## config.mk

```make
export PLATFORM = sky130hd
export DESIGN_NAME = nearest_neighbor_scale_blit
export DESIGN_NICKNAME = d
export VERILOG_FILES = /design/src/hw/rtl/nnsb_pkg.sv /design/src/hw/rtl/nnsb_div.sv /design/src/hw/rtl/nnsb_index.sv /design/src/hw/rtl/nearest_neighbor_scale_blit.sv
export SDC_FILE = /design/constraint.sdc
export NUM_CORES = 2
export LEC_CHECK = 0
export BUFFER_PORTS_ARGS = -buffer_cell sky130_fd_sc_hd__buf_2
export CORE_MARGIN = 1
export CORE_UTILIZATION = 65
export CTS_BUF_LIST = sky130_fd_sc_hd__clkbuf_16
export DETAILED_ROUTE_END_ITERATION = 8
export MAX_ROUTING_LAYER = met4
export PLACE_DENSITY = 0.83
export SETUP_SLACK_MARGIN = 0.5
export SLEW_MARGIN = 0
export SYNTH_ARGS = -nofsm -noshare
export SYNTH_HDL_FRONTEND = slang
export SYNTH_HIERARCHICAL = 1
export SYNTH_SLANG_ARGS = --single-unit
```

## constraint.sdc

```tcl
create_clock -name clk -period 90.6 [get_ports clk]
set_input_delay 18.12 -clock clk [delete_from_list [all_inputs] [get_ports clk]]
set_output_delay 18.12 -clock clk [all_outputs]
set_load 0.03 [all_outputs]
```

## src/hw/rtl/nnsb_pkg.sv

```systemverilog
// ----------------------------------------------------------------------------
// nnsb_pkg: shared definitions for the nearest-neighbor scale blit
// Coordinate width default, register index codes and the flag group that
// travels alongside each pixel through the pipeline.
// ----------------------------------------------------------------------------
package nnsb_pkg;

  // Default coordinate width; the top level takes it as a parameter.
  localparam int COORD_BITS = 12;

  // Configuration register index codes.
  localparam int REG_IDX_BITS = 3;
  localparam logic [REG_IDX_BITS-1:0] REG_SOURCE_WIDTH  = 3'd0;
  localparam logic [REG_IDX_BITS-1:0] REG_SOURCE_HEIGHT = 3'd1;
  localparam logic [REG_IDX_BITS-1:0] REG_TARGET_WIDTH  = 3'd2;
  localparam logic [REG_IDX_BITS-1:0] REG_TARGET_HEIGHT = 3'd3;
  localparam logic [REG_IDX_BITS-1:0] REG_ORIGIN_X      = 3'd4;
  localparam logic [REG_IDX_BITS-1:0] REG_ORIGIN_Y      = 3'd5;
  localparam logic [REG_IDX_BITS-1:0] REG_SCREEN_WIDTH  = 3'd6;
  localparam logic [REG_IDX_BITS-1:0] REG_SCREEN_HEIGHT = 3'd7;

  // Per-pixel flags: inside the destination rectangle, and final write flag.
  typedef struct packed {
    logic in_rect;
    logic wr;
  } flags_t;

endpackage

```

## src/hw/rtl/nnsb_div.sv

```systemverilog
// ----------------------------------------------------------------------------
// nnsb_div: pipelined restoring divider
// One quotient bit per stage, COORD_BITS+1 stages. The quotient is assumed
// to fit in COORD_BITS+1 bits (dividend below divisor shifted by that much).
// ----------------------------------------------------------------------------
module nnsb_div #(
  parameter int COORD_BITS = nnsb_pkg::COORD_BITS
) (
  input  logic                    clk,
  input  logic                    rst,
  input  logic                    en,
  input  logic                    in_valid,
  input  logic [2*COORD_BITS:0]   dividend,
  input  logic [COORD_BITS:0]     divisor,
  output logic                    out_valid,
  output logic [COORD_BITS:0]     quotient
);

  localparam int RW = COORD_BITS + 1;
  localparam int PW = 2 * COORD_BITS + 1;
  localparam int QB = RW;

  logic [QB-1:0] valid;
  logic [RW-1:0] rem [QB];
  logic [QB-1:0] dvd [QB];
  logic [QB-1:0] quo [QB];

  always_ff @(posedge clk) begin
    if (rst) begin
      valid <= '0;
    end else if (en) begin
      valid <= {valid[QB-2:0], in_valid};
    end
  end

  for (genvar k = 0; k < QB; k++) begin : g_stage
    logic [RW-1:0] r_in;
    logic [QB-1:0] d_in;
    logic [QB-1:0] q_in;
    logic [RW:0]   trial;
    logic          ge;

    if (k == 0) begin : g_first
      assign r_in = {1'b0, dividend[PW-1:QB]};
      assign d_in = dividend[QB-1:0];
      assign q_in = '0;
    end else begin : g_rest
      assign r_in = rem[k-1];
      assign d_in = dvd[k-1];
      assign q_in = quo[k-1];
    end

    assign trial = {r_in, d_in[QB-1]};
    assign ge    = trial >= {1'b0, divisor};

    always_ff @(posedge clk) begin
      if (en) begin
        rem[k] <= ge ? RW'(trial - {1'b0, divisor}) : trial[RW-1:0];
        dvd[k] <= {d_in[QB-2:0], 1'b0};
        quo[k] <= {q_in[QB-2:0], ge};
      end
    end
  end

  assign out_valid = valid[QB-1];
  assign quotient  = quo[QB-1];

endmodule

```

## src/hw/rtl/nnsb_index.sv

```systemverilog
// ----------------------------------------------------------------------------
// nnsb_index: saturation and linear source index
// Stage A clamps the quotients and multiplies row by source width; stage B
// adds the column, clamps the index and holds the result for the output.
// ----------------------------------------------------------------------------
module nnsb_index #(
  parameter int COORD_BITS = nnsb_pkg::COORD_BITS
) (
  input  logic                         clk,
  input  logic                         rst,
  input  logic                         en,
  input  logic                         in_valid,
  input  logic [COORD_BITS:0]          q_col,
  input  logic [COORD_BITS:0]          q_row,
  input  logic [COORD_BITS:0]          sw,
  input  nnsb_pkg::flags_t             flags,
  input  logic signed [COORD_BITS+1:0] fb_col_in,
  input  logic signed [COORD_BITS+1:0] fb_row_in,
  output logic                         out_valid,
  output logic [COORD_BITS-1:0]        src_col,
  output logic [COORD_BITS-1:0]        src_row,
  output logic [2*COORD_BITS-1:0]      src_index,
  output logic signed [COORD_BITS+1:0] fb_col,
  output logic signed [COORD_BITS+1:0] fb_row,
  output logic                         write_enable
);

  localparam int C  = COORD_BITS;
  localparam int PW = 2 * COORD_BITS + 1;
  localparam int SW = 2 * COORD_BITS + 2;

  // stage A
  logic [C-1:0]         sc;
  logic [C-1:0]         sr;
  logic                 a_valid;
  logic [C-1:0]         a_sc;
  logic [C-1:0]         a_sr;
  logic [PW-1:0]        a_prod;
  logic signed [C+1:0]  a_fb_col;
  logic signed [C+1:0]  a_fb_row;
  logic                 a_wr;
  // stage B
  logic [SW-1:0]        sum;

  // clamp to the coordinate range; zero outside the rectangle
  assign sc = !flags.in_rect ? '0 : (q_col[C] ? '1 : q_col[C-1:0]);
  assign sr = !flags.in_rect ? '0 : (q_row[C] ? '1 : q_row[C-1:0]);

  always_ff @(posedge clk) begin
    if (rst) begin
      a_valid <= 1'b0;
    end else if (en) begin
      a_valid <= in_valid;
    end
  end

  always_ff @(posedge clk) begin
    if (en) begin
      a_sc     <= sc;
      a_sr     <= sr;
      a_prod   <= PW'(sr) * PW'(sw);
      a_fb_col <= fb_col_in;
      a_fb_row <= fb_row_in;
      a_wr     <= flags.wr;
    end
  end

  assign sum = {1'b0, a_prod} + SW'(a_sc);

  always_ff @(posedge clk) begin
    if (rst) begin
      out_valid <= 1'b0;
    end else if (en) begin
      out_valid <= a_valid;
    end
  end

  always_ff @(posedge clk) begin
    if (en) begin
      src_col      <= a_sc;
      src_row      <= a_sr;
      src_index    <= (sum[SW-1:2*C] != '0) ? '1 : sum[2*C-1:0];
      fb_col       <= a_fb_col;
      fb_row       <= a_fb_row;
      write_enable <= a_wr;
    end
  end

endmodule

```

## src/hw/rtl/nearest_neighbor_scale_blit.sv

```systemverilog
// ----------------------------------------------------------------------------
// nearest_neighbor_scale_blit: nearest-neighbor scaling address generator
// Maps a destination pixel position inside a blit rectangle to its source
// column, row and linear index, plus framebuffer coordinates and a clipped
// write flag.
// ----------------------------------------------------------------------------
//  channel  | signals                                   | transfer when
//  ---------+-------------------------------------------+----------------------
//  input    | target_col, target_row                    | in_valid & in_ready
//  output   | src_col, src_row, src_index, fb_col,      | out_valid & out_ready
//           | fb_row, write_enable                      |
//  config   | cfg_index, cfg_data                       | cfg_wen
//
//  One pixel per cycle sustained while the output is taken. Stages in order:
//  input/multiply stage, COORD_BITS+1 divider stages (one quotient bit each),
//  index multiply stage, index add/output stage.
//  The whole pipeline advances together; it holds when the output register
//  is full and not taken, and in_ready drops for that cycle.
//  Synchronous reset clears valid bits and loads register defaults.
// ----------------------------------------------------------------------------
module nearest_neighbor_scale_blit #(
  parameter int COORD_BITS = nnsb_pkg::COORD_BITS
) (
  input  logic                              clk,
  input  logic                              rst,
  // input channel
  input  logic                              in_valid,
  output logic                              in_ready,
  input  logic [COORD_BITS-1:0]             target_col,
  input  logic [COORD_BITS-1:0]             target_row,
  // output channel
  output logic                              out_valid,
  input  logic                              out_ready,
  output logic [COORD_BITS-1:0]             src_col,
  output logic [COORD_BITS-1:0]             src_row,
  output logic [2*COORD_BITS-1:0]           src_index,
  output logic signed [COORD_BITS+1:0]      fb_col,
  output logic signed [COORD_BITS+1:0]      fb_row,
  output logic                              write_enable,
  // configuration write port
  input  logic                              cfg_wen,
  input  logic [nnsb_pkg::REG_IDX_BITS-1:0] cfg_index,
  input  logic [COORD_BITS:0]               cfg_data
);

  localparam int RW = COORD_BITS + 1;      // register width
  localparam int FW = COORD_BITS + 2;      // framebuffer coordinate width
  localparam int PW = 2 * COORD_BITS + 1;  // product width
  localparam int QB = COORD_BITS + 1;      // divider depth

  // --------------------------------------------------------------------------
  // Configuration registers
  // --------------------------------------------------------------------------
  logic [RW-1:0] source_width;
  logic [RW-1:0] source_height;
  logic [RW-1:0] target_width;
  logic [RW-1:0] target_height;
  logic [RW-1:0] origin_x;
  logic [RW-1:0] origin_y;
  logic [RW-1:0] screen_width;
  logic [RW-1:0] screen_height;

  always_ff @(posedge clk) begin
    if (rst) begin
      source_width  <= RW'(1);
      source_height <= RW'(1);
      target_width  <= RW'(1);
      target_height <= RW'(1);
      origin_x      <= '0;
      origin_y      <= '0;
      screen_width  <= RW'(1);
      screen_height <= RW'(1);
    end else if (cfg_wen) begin
      unique case (cfg_index)
        nnsb_pkg::REG_SOURCE_WIDTH:  source_width  <= cfg_data;
        nnsb_pkg::REG_SOURCE_HEIGHT: source_height <= cfg_data;
        nnsb_pkg::REG_TARGET_WIDTH:  target_width  <= cfg_data;
        nnsb_pkg::REG_TARGET_HEIGHT: target_height <= cfg_data;
        nnsb_pkg::REG_ORIGIN_X:      origin_x      <= cfg_data;
        nnsb_pkg::REG_ORIGIN_Y:      origin_y      <= cfg_data;
        nnsb_pkg::REG_SCREEN_WIDTH:  screen_width  <= cfg_data;
        nnsb_pkg::REG_SCREEN_HEIGHT: screen_height <= cfg_data;
        default: ;
      endcase
    end
  end

  // --------------------------------------------------------------------------
  // Pipeline advance: everything moves unless the output is full and stalled
  // --------------------------------------------------------------------------
  logic adv;
  assign adv      = !out_valid || out_ready;
  assign in_ready = adv;

  // --------------------------------------------------------------------------
  // Stage 1: framebuffer coordinates, clipping, scale products
  // --------------------------------------------------------------------------
  logic signed [FW-1:0] fx;
  logic signed [FW-1:0] fy;
  logic                 in_rect;
  logic                 on_fb;

  assign fx = $signed({origin_x[RW-1], origin_x}) + $signed({2'b00, target_col});
  assign fy = $signed({origin_y[RW-1], origin_y}) + $signed({2'b00, target_row});

  // a nonnegative coordinate fits in RW bits, so the low bits compare directly
  assign in_rect = ({1'b0, target_col} < target_width) &&
                   ({1'b0, target_row} < target_height);
  assign on_fb   = !fx[FW-1] && !fy[FW-1] &&
                   (fx[RW-1:0] < screen_width) && (fy[RW-1:0] < screen_height);

  logic                 s1_valid;
  logic [PW-1:0]        s1_prod_col;
  logic [PW-1:0]        s1_prod_row;
  logic signed [FW-1:0] s1_fb_col;
  logic signed [FW-1:0] s1_fb_row;
  nnsb_pkg::flags_t     s1_flags;

  always_ff @(posedge clk) begin
    if (rst) begin
      s1_valid <= 1'b0;
    end else if (adv) begin
      s1_valid <= in_valid;
    end
  end

  always_ff @(posedge clk) begin
    if (adv) begin
      s1_prod_col      <= PW'(target_col) * PW'(source_width);
      s1_prod_row      <= PW'(target_row) * PW'(source_height);
      s1_fb_col        <= fx;
      s1_fb_row        <= fy;
      s1_flags.in_rect <= in_rect;
      s1_flags.wr      <= in_rect && on_fb;
    end
  end

  // --------------------------------------------------------------------------
  // Divider lanes (column and row) and the side line that matches their depth
  // --------------------------------------------------------------------------
  logic          col_valid;
  logic          row_valid;
  logic [RW-1:0] q_col;
  logic [RW-1:0] q_row;

  nnsb_div #(.COORD_BITS(COORD_BITS)) u_div_col (
    .clk       (clk),
    .rst       (rst),
    .en        (adv),
    .in_valid  (s1_valid),
    .dividend  (s1_prod_col),
    .divisor   (target_width),
    .out_valid (col_valid),
    .quotient  (q_col)
  );

  nnsb_div #(.COORD_BITS(COORD_BITS)) u_div_row (
    .clk       (clk),
    .rst       (rst),
    .en        (adv),
    .in_valid  (s1_valid),
    .dividend  (s1_prod_row),
    .divisor   (target_height),
    .out_valid (row_valid),
    .quotient  (q_row)
  );

  nnsb_pkg::flags_t     sd_flags  [QB];
  logic signed [FW-1:0] sd_fb_col [QB];
  logic signed [FW-1:0] sd_fb_row [QB];

  always_ff @(posedge clk) begin
    if (adv) begin
      sd_flags[0]  <= s1_flags;
      sd_fb_col[0] <= s1_fb_col;
      sd_fb_row[0] <= s1_fb_row;
      for (int i = 1; i < QB; i++) begin
        sd_flags[i]  <= sd_flags[i-1];
        sd_fb_col[i] <= sd_fb_col[i-1];
        sd_fb_row[i] <= sd_fb_row[i-1];
      end
    end
  end

  // --------------------------------------------------------------------------
  // Clamp, index multiply-add and output register
  // --------------------------------------------------------------------------
  nnsb_index #(.COORD_BITS(COORD_BITS)) u_index (
    .clk          (clk),
    .rst          (rst),
    .en           (adv),
    .in_valid     (col_valid),
    .q_col        (q_col),
    .q_row        (q_row),
    .sw           (source_width),
    .flags        (sd_flags[QB-1]),
    .fb_col_in    (sd_fb_col[QB-1]),
    .fb_row_in    (sd_fb_row[QB-1]),
    .out_valid    (out_valid),
    .src_col      (src_col),
    .src_row      (src_row),
    .src_index    (src_index),
    .fb_col       (fb_col),
    .fb_row       (fb_row),
    .write_enable (write_enable)
  );

  // --------------------------------------------------------------------------
  // Assertions
  // --------------------------------------------------------------------------
  a_lanes_aligned: assert property (@(posedge clk) disable iff (rst)
    col_valid == row_valid)
    else $error("column and row divider lanes out of step");

  a_stall_blocks_input: assert property (@(posedge clk) disable iff (rst)
    out_valid && !out_ready |-> !in_ready)
    else $error("input taken while output stalled");

  a_reset_empty: assert property (@(posedge clk)
    rst |=> !out_valid && !s1_valid)
    else $error("pipeline not empty after reset");

  a_write_nonneg: assert property (@(posedge clk) disable iff (rst)
    out_valid && write_enable |-> !fb_col[FW-1] && !fb_row[FW-1])
    else $error("write flagged at negative framebuffer coordinate");

endmodule

```

==> qor.yml <==
power_density_nw_per_um2: 28.9
seqCellArea_um2: 40700
relSlewSlack_pct: 15.5
gp_congestion: 0.907
setup_viol: 0
ctsLongestPathBuffers: 3
dr.pass1.iters: 6
path_common_cell: "buf_2"
crit_arrival_ns: 19.36
cp_top_family: "simple AND/OR/NAND/NOR gates"
placed_area_um2: 82300
final.setup.tns_ns: 0
total_power_mw: 2.51
cp-end-kind: "output pin"
crit_path_cell_trace: "buf_2 -> nand2b_4 -> buf_2"
layout_commonest_cell: "edfxtp_1"
synth_area_um2: 79900
post-place-ws_ns: 53.05
ys_warn_count: 6
final.fill_count: 7810
critPathLaunchType: "input pin"
die-area_um2: 124000
rsz0062_at_grt: "no"
root_buffer: "clkbuf_16"
initial_core_util_pct: 65.6
period_needed_ns: 37.48
post-route-util_pct: 71.4
hold_viol_final: 0
maxCapViolCount: 0
fp.dieH_um: 353
path_clk_slew_ns: 0.06
numCtsBuffers: 143
via_per_inst: 6.09
clock_latency_ns: 0.79
detailed_place_hpwl_um: 116000
holdBufCountCts: 0
final_cell_count_no_fill: 8413
final_max_slew_viol_count: 0
ir_worst_vdd_v: 0.0000270
drt_iter0_drc: 4384
cp_slowest_cell: "nand2b_4"
drt_wl_total_um: 174000
p_leak_nw: 36.2
grt_pass1_wl_um: 277000
cts_resized: 0
syn_nets: 7547
syn_inst: 6536
vias: 51245
fin_ws_ns: 53.12
postCtsSetupRepairBufs: 0
drive_above_1_share_pct: 8.97
area_delta_synth_final_pct: 8.87
design_area_um2: 87000
hold_ws_ns: 0.400
ctsHtreeMaxLevel: 4
port_buffers: 123
critPathRequiredTime_ns: 72.48
grt_pass1_vias: 52886
hp-start: "u_div_col/dvd[1][1]"
clock-sinks: 1395
cp_max_fo: 64
max_stage_delay_ns: 0.66
setup.worst_path.class: "in2out"
multi_input_area_um2: 36200
cts_tree: "built"
tightest_slew_ns: 1.27
antenna_left: 0
status: "finished, final reports clean"
finClkSkew_ns: 0.0320
wl_per_cell_um: 20.7
period_share_pct: 41.4
regToRegSetupSlack_ns: 83.59
nets: 7686
antenna_found_initial: 3
core_um2: 122000
grt_start_max_net_pins: 195
grt_usage_pct: 29.1
io_pins: 124
critPathBufInv: 2
hold_path_class: "reg2reg"
route.detailed.drc: 0
fmax_ghz: 0.0267
num_rows: 128
gr-total-overflow: 0
layout_common_cells: "edfxtp_1 (1275), nand2_1 (721), inv_1 (635)"
dp.cells: 8155
reg2reg_from: "sd_flags[3][1]"
startpoint: "out_ready"
die_w_um: 353
syn_area_per_cell_um2: 12.2
[sequential cells by signal (all words and copies together), names as in the netlist, 14 cells and up]
register,flops
u_index/a_prod,25
u_div_col/rem,156
u_div_col/dvd,78
s1_prod_col,25
u_index/src_index,24
s1_fb_col,14
u_div_row/dvd,78
sd_fb_row,182
s1_prod_row,25
u_index/a_fb_row,14
u_div_row/rem,156
s1_fb_row,14
u_div_row/quo,91
sd_flags,26
sd_fb_col,182
u_index/a_fb_col,14
u_index/fb_col,14
u_div_col/quo,91
u_index/fb_row,14
[report_power, final]
part / switching (mW) / total (mW) / internal, mW
registers: 0.0751 / 0.990 / 0.915
logic: 0.501 / 0.929 / 0.428
clock network: 0.257 / 0.595 / 0.338
[layout make-up]
cell class	count	area share [%]
multi-input cells	4347	41.6
clock inverters	110	1.26
well taps	1625	2.34
clock buffers	146	4.20
repair buffers	175	1.20
inverters	613	2.64
diodes	2	0.00575
flip-flops and latches	1395	46.8
[path summary, 6_finish.rpt]
kind                                            end  cells after the start
worst max-delay path                       in_ready                      3
worst min-delay path            u_div_col/dvd[2][2]                      0
worst max register to register   u_index/a_prod[22]                     18
worst min register to register  u_div_col/dvd[2][2]                      0
[routing by layer]
metal / share of wire, % / track usage (%)
met1: 38 / 33.3
met2: 51 / 49.6
met3: 5.9 / 4.25
met4: 5.4 / 15.0
met5: 0 / -
Note: power is estimated with default switching activity, not from simulation.
